File: src/rtl/sarmfk_pkg.sv
// shared types, constants and helper functions for the serial arm kinematics block
// no dependencies
package sarmfk_pkg;

   localparam int CORDIC_STEPS = 16;
   localparam int ATAN_ENTRIES = 24;
   localparam int STEP_W = $clog2(ATAN_ENTRIES);
   localparam int XW = 34;
   localparam int ZW = 36;
   localparam int PW = 48;
   localparam int FRAMES = 4;

   localparam logic signed [XW-1:0] GAIN_Q30 = XW'(652032874);
   localparam logic signed [ZW-1:0] PI_Q30 = ZW'(64'd3373259426);
   localparam logic signed [ZW-1:0] HALF_PI_Q30 = ZW'(64'd1686629713);
   localparam logic signed [16:0] PI_Q13 = 17'sd25736;
   localparam logic signed [16:0] TWO_PI_Q13 = 17'sd51472;
   localparam logic signed [19:0] POS_MAX = 20'sd524287;
   localparam logic signed [19:0] POS_MIN = -20'sd524288;
   localparam logic signed [15:0] ONE_Q14 = 16'sd16384;

   typedef enum logic [0:0] {
      CSR_LINK_LENGTH = 1'b0,
      CSR_TOOL_LENGTH = 1'b1
   } csr_index_type;

   typedef struct packed {
      logic signed [15:0] yaw_angle;
      logic signed [15:0] first_pitch;
      logic signed [15:0] extension;
      logic signed [15:0] second_pitch;
   } req_type;

   typedef struct packed {
      logic [1:0]         frame;
      logic               is_last;
      logic signed [19:0] pos_x;
      logic signed [19:0] pos_y;
      logic signed [19:0] pos_z;
      logic signed [15:0] cos_yaw;
      logic signed [15:0] sin_yaw;
      logic signed [15:0] cos_pitch;
      logic signed [15:0] sin_pitch;
   } rsp_type;

   // one rotation in flight: yaw, first pitch, pitch sum
   typedef struct packed {
      logic signed [XW-1:0] x;
      logic signed [XW-1:0] y;
      logic signed [ZW-1:0] z;
      logic                 neg;
   } lane_type;

   typedef struct packed {
      lane_type [2:0]     lane;
      logic signed [15:0] ext;
   } cell_type;

   typedef struct packed {
      logic signed [19:0] x;
      logic signed [19:0] y;
      logic signed [19:0] z;
   } pos_type;

   typedef struct packed {
      pos_type [FRAMES-1:0] pos;
      logic signed [15:0]   cy;
      logic signed [15:0]   sy;
      logic signed [15:0]   cb;
      logic signed [15:0]   sb;
      logic signed [15:0]   cq;
      logic signed [15:0]   sq;
   } frames_type;

   function automatic logic signed [ZW-1:0] atan_q30(input logic [STEP_W-1:0] idx);
      logic signed [ZW-1:0] r;
      case (idx)
         5'd0:  r = ZW'(843314856);
         5'd1:  r = ZW'(497837829);
         5'd2:  r = ZW'(263043836);
         5'd3:  r = ZW'(133525158);
         5'd4:  r = ZW'(66890614);
         5'd5:  r = ZW'(33543515);
         5'd6:  r = ZW'(16775850);
         5'd7:  r = ZW'(8388437);
         5'd8:  r = ZW'(4194282);
         5'd9:  r = ZW'(2097149);
         5'd10: r = ZW'(1048575);
         5'd11: r = ZW'(524287);
         5'd12: r = ZW'(262143);
         5'd13: r = ZW'(131071);
         5'd14: r = ZW'(65535);
         5'd15: r = ZW'(32767);
         5'd16: r = ZW'(16383);
         5'd17: r = ZW'(8191);
         5'd18: r = ZW'(4095);
         5'd19: r = ZW'(2047);
         5'd20: r = ZW'(1023);
         5'd21: r = ZW'(511);
         5'd22: r = ZW'(255);
         5'd23: r = ZW'(127);
         default: r = '0;
      endcase
      return r;
   endfunction

   // Q3.13 angle to Q30 with a fold by pi into [-pi/2, pi/2]
   function automatic lane_type fold_lane(input logic signed [15:0] ang);
      lane_type r;
      logic signed [ZW-1:0] z;
      z = ZW'(ang) <<< 17;
      r.x = GAIN_Q30;
      r.y = '0;
      r.neg = 1'b0;
      r.z = z;
      if (z > HALF_PI_Q30) begin
         r.z = z - PI_Q30;
         r.neg = 1'b1;
      end else if (z < -HALF_PI_Q30) begin
         r.z = z + PI_Q30;
         r.neg = 1'b1;
      end
      return r;
   endfunction

   function automatic logic signed [15:0] clamp_q14(input logic signed [XW-1:0] v);
      logic signed [XW-1:0] r;
      r = (v + XW'(32768)) >>> 16;
      if (r > XW'(ONE_Q14)) r = XW'(ONE_Q14);
      if (r < -XW'(ONE_Q14)) r = -XW'(ONE_Q14);
      return r[15:0];
   endfunction

   function automatic logic signed [19:0] sat_pos(input logic signed [PW-1:0] v);
      logic signed [PW-1:0] r;
      r = (v + (PW'(1) <<< 27)) >>> 28;
      if (r > PW'(POS_MAX)) r = PW'(POS_MAX);
      if (r < PW'(POS_MIN)) r = PW'(POS_MIN);
      return r[19:0];
   endfunction

endpackage

File: src/rtl/sarmfk_cordic_cell.sv
// one rotation step of the cordic chain, applied to three angles at once
// depends on sarmfk_pkg
module sarmfk_cordic_cell (
   input  logic                           clock,
   input  logic                           reset,
   input  logic                           adv,
   input  logic [sarmfk_pkg::STEP_W-1:0]  step,
   input  logic                           in_valid,
   input  sarmfk_pkg::cell_type           in_data,
   output logic                           out_valid,
   output sarmfk_pkg::cell_type           out_data
);
   import sarmfk_pkg::*;

   logic     valid_ff;
   cell_type data_ff, data_in;
   logic signed [ZW-1:0] angle;

   always_comb begin
      angle = atan_q30(step);
      data_in = in_data;
      for (int k = 0; k < 3; k++) begin
         if (in_data.lane[k].z >= 0) begin
            data_in.lane[k].x = in_data.lane[k].x - (in_data.lane[k].y >>> step);
            data_in.lane[k].y = in_data.lane[k].y + (in_data.lane[k].x >>> step);
            data_in.lane[k].z = in_data.lane[k].z - angle;
         end else begin
            data_in.lane[k].x = in_data.lane[k].x + (in_data.lane[k].y >>> step);
            data_in.lane[k].y = in_data.lane[k].y - (in_data.lane[k].x >>> step);
            data_in.lane[k].z = in_data.lane[k].z + angle;
         end
      end
   end

   always_ff @(posedge clock) begin
      if (reset) begin
         valid_ff <= 1'b0;
      end else if (adv) begin
         valid_ff <= in_valid;
      end
      if (adv) begin
         data_ff <= data_in;
      end
   end

   assign out_valid = valid_ff;
   assign out_data  = data_ff;

endmodule

File: config.mk
export PLATFORM = sky130hd
export DESIGN_NAME = sarmfk_cordic_cell
export DESIGN_NICKNAME = d
export VERILOG_FILES = /design/src/rtl/sarmfk_pkg.sv /design/src/rtl/sarmfk_cordic_cell.sv
export SDC_FILE = /design/constraint.sdc
export NUM_CORES = 2
export LEC_CHECK = 0
export ABC_AREA = 1
export BUFFER_PORTS_ARGS = -buffer_cell sky130_fd_sc_hd__buf_2
export CAP_MARGIN = 5
export CORE_ASPECT_RATIO = 0.9
export CORE_UTILIZATION = 50
export CTS_CLUSTER_DIAMETER = 60
export DETAILED_ROUTE_END_ITERATION = 6
export PLACE_DENSITY = 0.71
export SLEW_MARGIN = 20
export SYNTH_ARGS = -nofsm -noshare
export SYNTH_HDL_FRONTEND = slang
export SYNTH_SLANG_ARGS = --single-unit
File: constraint.sdc
create_clock -name clock -period 7.3 [get_ports clock]
set_clock_uncertainty 0.15 [all_clocks]
set_input_delay 1.825 -clock clock [delete_from_list [all_inputs] [get_ports clock]]
set_output_delay 1.825 -clock clock [all_outputs]
set_load 0.05 [all_outputs]
==> report_table.html <==
<table>
<tr><th>Metric</th><th>Value</th></tr>
<tr><th colspan="2">Routing</th></tr>
<tr><td>DRC violations left</td><td>0</td></tr>
<tr><td>Routed Wire Length</td><td>181,000 um</td></tr>
<tr><td>Number of nets with antenna violations after detailed routing</td><td>0</td></tr>
<tr><td>DR vias</td><td>approximately 52,000</td></tr>
<tr><td>Routed wire per std cell</td><td>20.3 um</td></tr>
<tr><td>Routed via count divided by cell count</td><td>roughly 5.8</td></tr>
<tr><td>Number of violations reported at the end of detailed-routing iteration 0</td><td>5,414</td></tr>
<tr><td>Number of detailed-routing iterations run before antenna repair</td><td>7</td></tr>
<tr><th colspan="2">Pwr</th></tr>
<tr><td>Combinational fraction of design power</td><td>0.587</td></tr>
<tr><td>Portion of total power attributed to sequential cells</td><td>0.247</td></tr>
<tr><td>Leakage Power</td><td>between 20 and 30 nW</td></tr>
<tr><td>Worst-case vdd ir drop</td><td>0.000380 V</td></tr>
<tr><td>Switching pwr</td><td>around 6.1 mW</td></tr>
<tr><td>Internal power component</td><td>a little under 6 mW</td></tr>
<tr><td>Fraction of power consumed by the clock network</td><td>0.166</td></tr>
<tr><td>Power density over the cells</td><td>233 mW/mm2</td></tr>
<tr><td>Fraction of power spent switching nets</td><td>0.512</td></tr>
<tr><th colspan="2">Synth</th></tr>
<tr><td>Mean instance size in the synthesized netlist</td><td>6.30 um2</td></tr>
<tr><td>Distinct cell type count of the synthesized netlist</td><td>60</td></tr>
<tr><td>Synth area leaders</td><td>sky130_fd_sc_hd__edfxtp_1 (22%), sky130_fd_sc_hd__nand2_1 (20%), sky130_fd_sc_hd__nand3_1 (12%)</td></tr>
<tr><td>Yosys warning count</td><td>0</td></tr>
<tr><td>Async SR Flop Fraction</td><td>0</td></tr>
<tr><td>Library cell with the largest summed area after synthesis</td><td>sky130_fd_sc_hd__edfxtp_1</td></tr>
<tr><td>Summed instance area of the synthesized netlist</td><td>roughly 0.045 mm2</td></tr>
<tr><td>Synthesized Nets</td><td>7,836</td></tr>
<tr><td>Top_reg_cell synth</td><td>sky130_fd_sc_hd__edfxtp_1</td></tr>
<tr><td>Synthesized instance count</td><td>7,169</td></tr>
<tr><td>Yosys reg bits</td><td>between 300 and 400</td></tr>
<tr><td>Portion of synthesized cell area occupied by the leading cell type</td><td>0.220</td></tr>
<tr><td>EDFF count, synth</td><td>331</td></tr>
<tr><td>Sequential cell area fraction in the yosys report</td><td>0.221</td></tr>
<tr><th colspan="2">Timing</th></tr>
<tr><td>Slew of the pin with the lowest slew margin</td><td>0.972 ns</td></tr>
<tr><td>Setup_tns</td><td>0 ns</td></tr>
<tr><td>Achievable clock frequency</td><td>0.150 GHz</td></tr>
<tr><td>Tightest hold margin</td><td>approximately 0.35 ns</td></tr>
<tr><td>Final number of max-transition violations</td><td>0</td></tr>
<tr><td>Number of setup violations in the final report</td><td>0</td></tr>
<tr><td>Final worst-path setup slack</td><td>about 0.64 ns</td></tr>
<tr><td>Unrepaired setup endpoints after global routing</td><td>false</td></tr>
<tr><td>Final Hold Vio Count</td><td>0</td></tr>
<tr><td>Rel. slew slack</td><td>0.352</td></tr>
<tr><td>Min Clock Period, post-route</td><td>6.66 ns</td></tr>
<tr><td>Final period utilization</td><td>0.912</td></tr>
<tr><th colspan="2">Placed design</th></tr>
<tr><td>Number of port buffers</td><td>671</td></tr>
<tr><td>HPWL reported at the end of detailed placement</td><td>~150,000 um</td></tr>
<tr><td>Final weighted congestion in routability-driven placement</td><td>1.04</td></tr>
<tr><td>Cell area reported after detailed placement</td><td>0.0496 mm2</td></tr>
<tr><td>Setup slack at placement</td><td>0.189 ns</td></tr>
<tr><th colspan="2">Min path</th></tr>
<tr><td>Hold crit path type</td><td>flip-flop to flip-flop</td></tr>
<tr><td>Min-Delay Startpoint</td><td>out_valid$_SDFFE_PP0P_</td></tr>
<tr><th colspan="2">Setup path</th></tr>
<tr><td>CP Launch Type</td><td>input pin</td></tr>
<tr><td>Worst Setup SP</td><td>step[3]</td></tr>
<tr><td>Endpoint class of the critical path</td><td>flip-flop</td></tr>
<tr><td>Category of cells accounting for the largest share of critical-path delay</td><td>compound AO/OA/AOI/OAI gates</td></tr>
<tr><td>Data required time at the worst endpoint</td><td>7.51 ns</td></tr>
<tr><td>Largest stage delay on the critical path</td><td>0.54 ns</td></tr>
<tr><td>Startpoint of the most critical register-to-register path</td><td>out_valid$_SDFFE_PP0P_</td></tr>
<tr><td>Worst-path cell with the longest stage delay</td><td>sky130_fd_sc_hd__inv_1</td></tr>
<tr><td>Signal arrival time at the worst endpoint</td><td>~6.9 ns</td></tr>
<tr><td>Worst path buffer plus inverter count</td><td>4</td></tr>
<tr><td>Cells along the critical path</td><td>buf_4 -&gt; buf_4 -&gt; nor2_1 -&gt; inv_1 -&gt; nand2_1 -&gt; nor2_1 -&gt; nand2_1 -&gt; xor2_1 -&gt; o21ai_0 -&gt; ha_1 -&gt; a21oi_1 -&gt; o21ai_0 -&gt; nor2_1 -&gt; o21ai_0 -&gt; a21boi_0 -&gt; inv_1 -&gt; nand2_1 -&gt; nand2_1 -&gt; a21oi_1 -&gt; o21ai_0 -&gt; xor2_1</td></tr>
<tr><td>R2R Setup Slk</td><td>6.56 ns</td></tr>
<tr><td>Crit path kind</td><td>input pin to flip-flop</td></tr>
<tr><td>Maximum net fanout on the critical path</td><td>42</td></tr>
<tr><th colspan="2">Clock network</th></tr>
<tr><td>CTS tree</td><td>done</td></tr>
<tr><td>Number of buffers inserted by post-CTS setup repair</td><td>0</td></tr>
<tr><td>Clock latency reported for the late side of the worst-skew pair</td><td>0.62 ns</td></tr>
<tr><td>Hold buffer count at cts</td><td>0</td></tr>
<tr><td>Clock-pin slew reported for the worst setup and hold paths after clock tree synthesis</td><td>approximately 0.060 ns</td></tr>
<tr><td>Maximum root-to-sink buffer count</td><td>3</td></tr>
<tr><td>CTS root buffer</td><td>sky130_fd_sc_hd__clkbuf_16</td></tr>
<tr><td>Total CTS buffers</td><td>39</td></tr>
<tr><td>Cts repair resizes</td><td>0</td></tr>
<tr><td>Number of sinks handled by clock tree synthesis</td><td>around 330</td></tr>
<tr><td>H-tree depth</td><td>2</td></tr>
<tr><th colspan="2">Finish</th></tr>
<tr><td>Net count reported at finish</td><td>8,388</td></tr>
<tr><td>Cell area after layout</td><td>slightly above 0.05 mm2</td></tr>
<tr><td>Fill cell total of the finished layout</td><td>8,983</td></tr>
<tr><td>Multi-input logic area</td><td>0.0314 mm2</td></tr>
<tr><td>Most common library cell in the layout ignoring fill and taps</td><td>sky130_fd_sc_hd__nand2_1</td></tr>
<tr><td>Proportion of layout cells with a drive suffix above 1</td><td>0.130</td></tr>
<tr><td>Area Growth Syn to Fin</td><td>12.8%</td></tr>
<tr><td>Top library cells by usage in the layout, fill and taps aside</td><td>sky130_fd_sc_hd__nand2_1 (2,355), sky130_fd_sc_hd__nand3_1 (1,093), sky130_fd_sc_hd__buf_2 (662)</td></tr>
<tr><td>Reg area</td><td>approximately 0.01 mm2</td></tr>
<tr><th colspan="2">Floorplanning</th></tr>
<tr><td>I/O pins</td><td>672</td></tr>
<tr><td>Core box area</td><td>between 0.08 and 0.09 mm2</td></tr>
<tr><td>Die Span Y</td><td>287 um</td></tr>
<tr><td># rows</td><td>about 100</td></tr>
<tr><td>Initial standard-cell utilization of the core</td><td>0.505</td></tr>
<tr><td>Die footprint</td><td>0.0915 mm2</td></tr>
<tr><td>Die Span X</td><td>319 um</td></tr>
<tr><th colspan="2">GRT</th></tr>
<tr><td>Wire length of the first global-routing pass</td><td>around 270,000 um</td></tr>
<tr><td>GR Util met1</td><td>0.459</td></tr>
<tr><td>Overall overflow remaining after global route</td><td>0</td></tr>
<tr><td>Number of global-route vias before repair</td><td>47,129</td></tr>
<tr><td>Initial antenna violation count</td><td>13</td></tr>
<tr><td>Total Routing Usage GR</td><td>0.378</td></tr>
<tr><td>Global Route met2 Usage</td><td>0.634</td></tr>
<tr><td>Maximum number of pins on one net before global-route repair</td><td>130</td></tr>
<tr><td>GR peak layer</td><td>met2</td></tr>
<tr><td>GR met3 Demand/Resource</td><td>0.0494</td></tr>
<tr><th colspan="2">Status</th></tr>
<tr><td>Outcome</td><td>completed</td></tr>
<tr><th colspan="2">Job</th></tr>
<tr><td>Max Cap Violations</td><td>0</td></tr>
</table>
registers in the layout, indices dropped and copies added (netlist names):
signal,count
out_data,331
out_valid,1
routing by layer:
metal  share of wire  routed length, um
met1            0.39              71100
met2            0.46              84200
met3           0.074              13400
met4           0.070              12600
met5         0.00029                 52
worst min-delay path: stages (launching register included):
cell	delay, ns
sky130_fd_sc_hd__dfxtp_1	0.32
sky130_fd_sc_hd__mux2i_1	0.07
sky130_fd_sc_hd__nor2_1	0.07
synth_stat cells (all sizes together) (72+ instances only):
master and number:
o21ai 360, nor2 539, nand3 1117, clkbuf 72, xor2 300, inv 638, buf 182, edfxtp 331
a21oi 407, xnor2 128, nand2 2395, ha 318
cell families (layout without fill, tap and decap cells):
logic type / count (synthesis) / after routing / share of synthesized area
adder cells (fa/ha/maj): 327 / 327 / 0.0921
buffers and inverters: 899 / 1482 / 0.0840
flip-flops: 332 / 332 / 0.221
other: 0 / 10 / 0
XOR/XNOR: 428 / 428 / 0.0830
AO/OA/AOI/OAI: 1005 / 1005 / 0.125
multiplexers: 1 / 1 / 0.000222
AND/OR/NAND/NOR: 4177 / 4177 / 0.395
power groups by stage:
stage / logic (mW) / clock network (mW) / registers [mW]
finish: 6.97 / 1.97 / 2.93
global route: 7.48 / 2.06 / 2.97
CTS: 6.89 / 2.01 / 2.93
detailed placement: 6.86 / 0 / 2.96
global placement: 6.83 / 0 / 2.97
floorplan: 3.32 / 0 / 4.65
final timing paths:
check                                                to  cells after the start
worst max-delay path            out_data[258]$_DFFE_PP_                     21
worst min-delay path             out_valid$_SDFFE_PP0P_                      2
worst max register to register   out_valid$_SDFFE_PP0P_                      2
worst min register to register   out_valid$_SDFFE_PP0P_                      2
layout make-up:
cell class                      instances  share of cell area
Tap cell                             1166              0.0286
Timing Repair Buffer                  765              0.0850
Multi-Input combinational cell       5938               0.617
Clock inverter                         25             0.00501
Sequential cell                       332               0.196
Inverter                              645              0.0479
Clock buffer                           47              0.0199
Antenna cell                           10            0.000491
per-stage QoR:
step,utilization,power [mW],cells
2_1_floorplan,-,7.96,7169
3_3_place_gp,0.555,9.80,8844
3_5_place_dp,0.555,9.82,8846
4_1_cts,0.569,11.8,8918
5_1_grt,0.570,12.5,8927
6_report,0.570,11.9,8928
(Power assumes the default switching activity.)
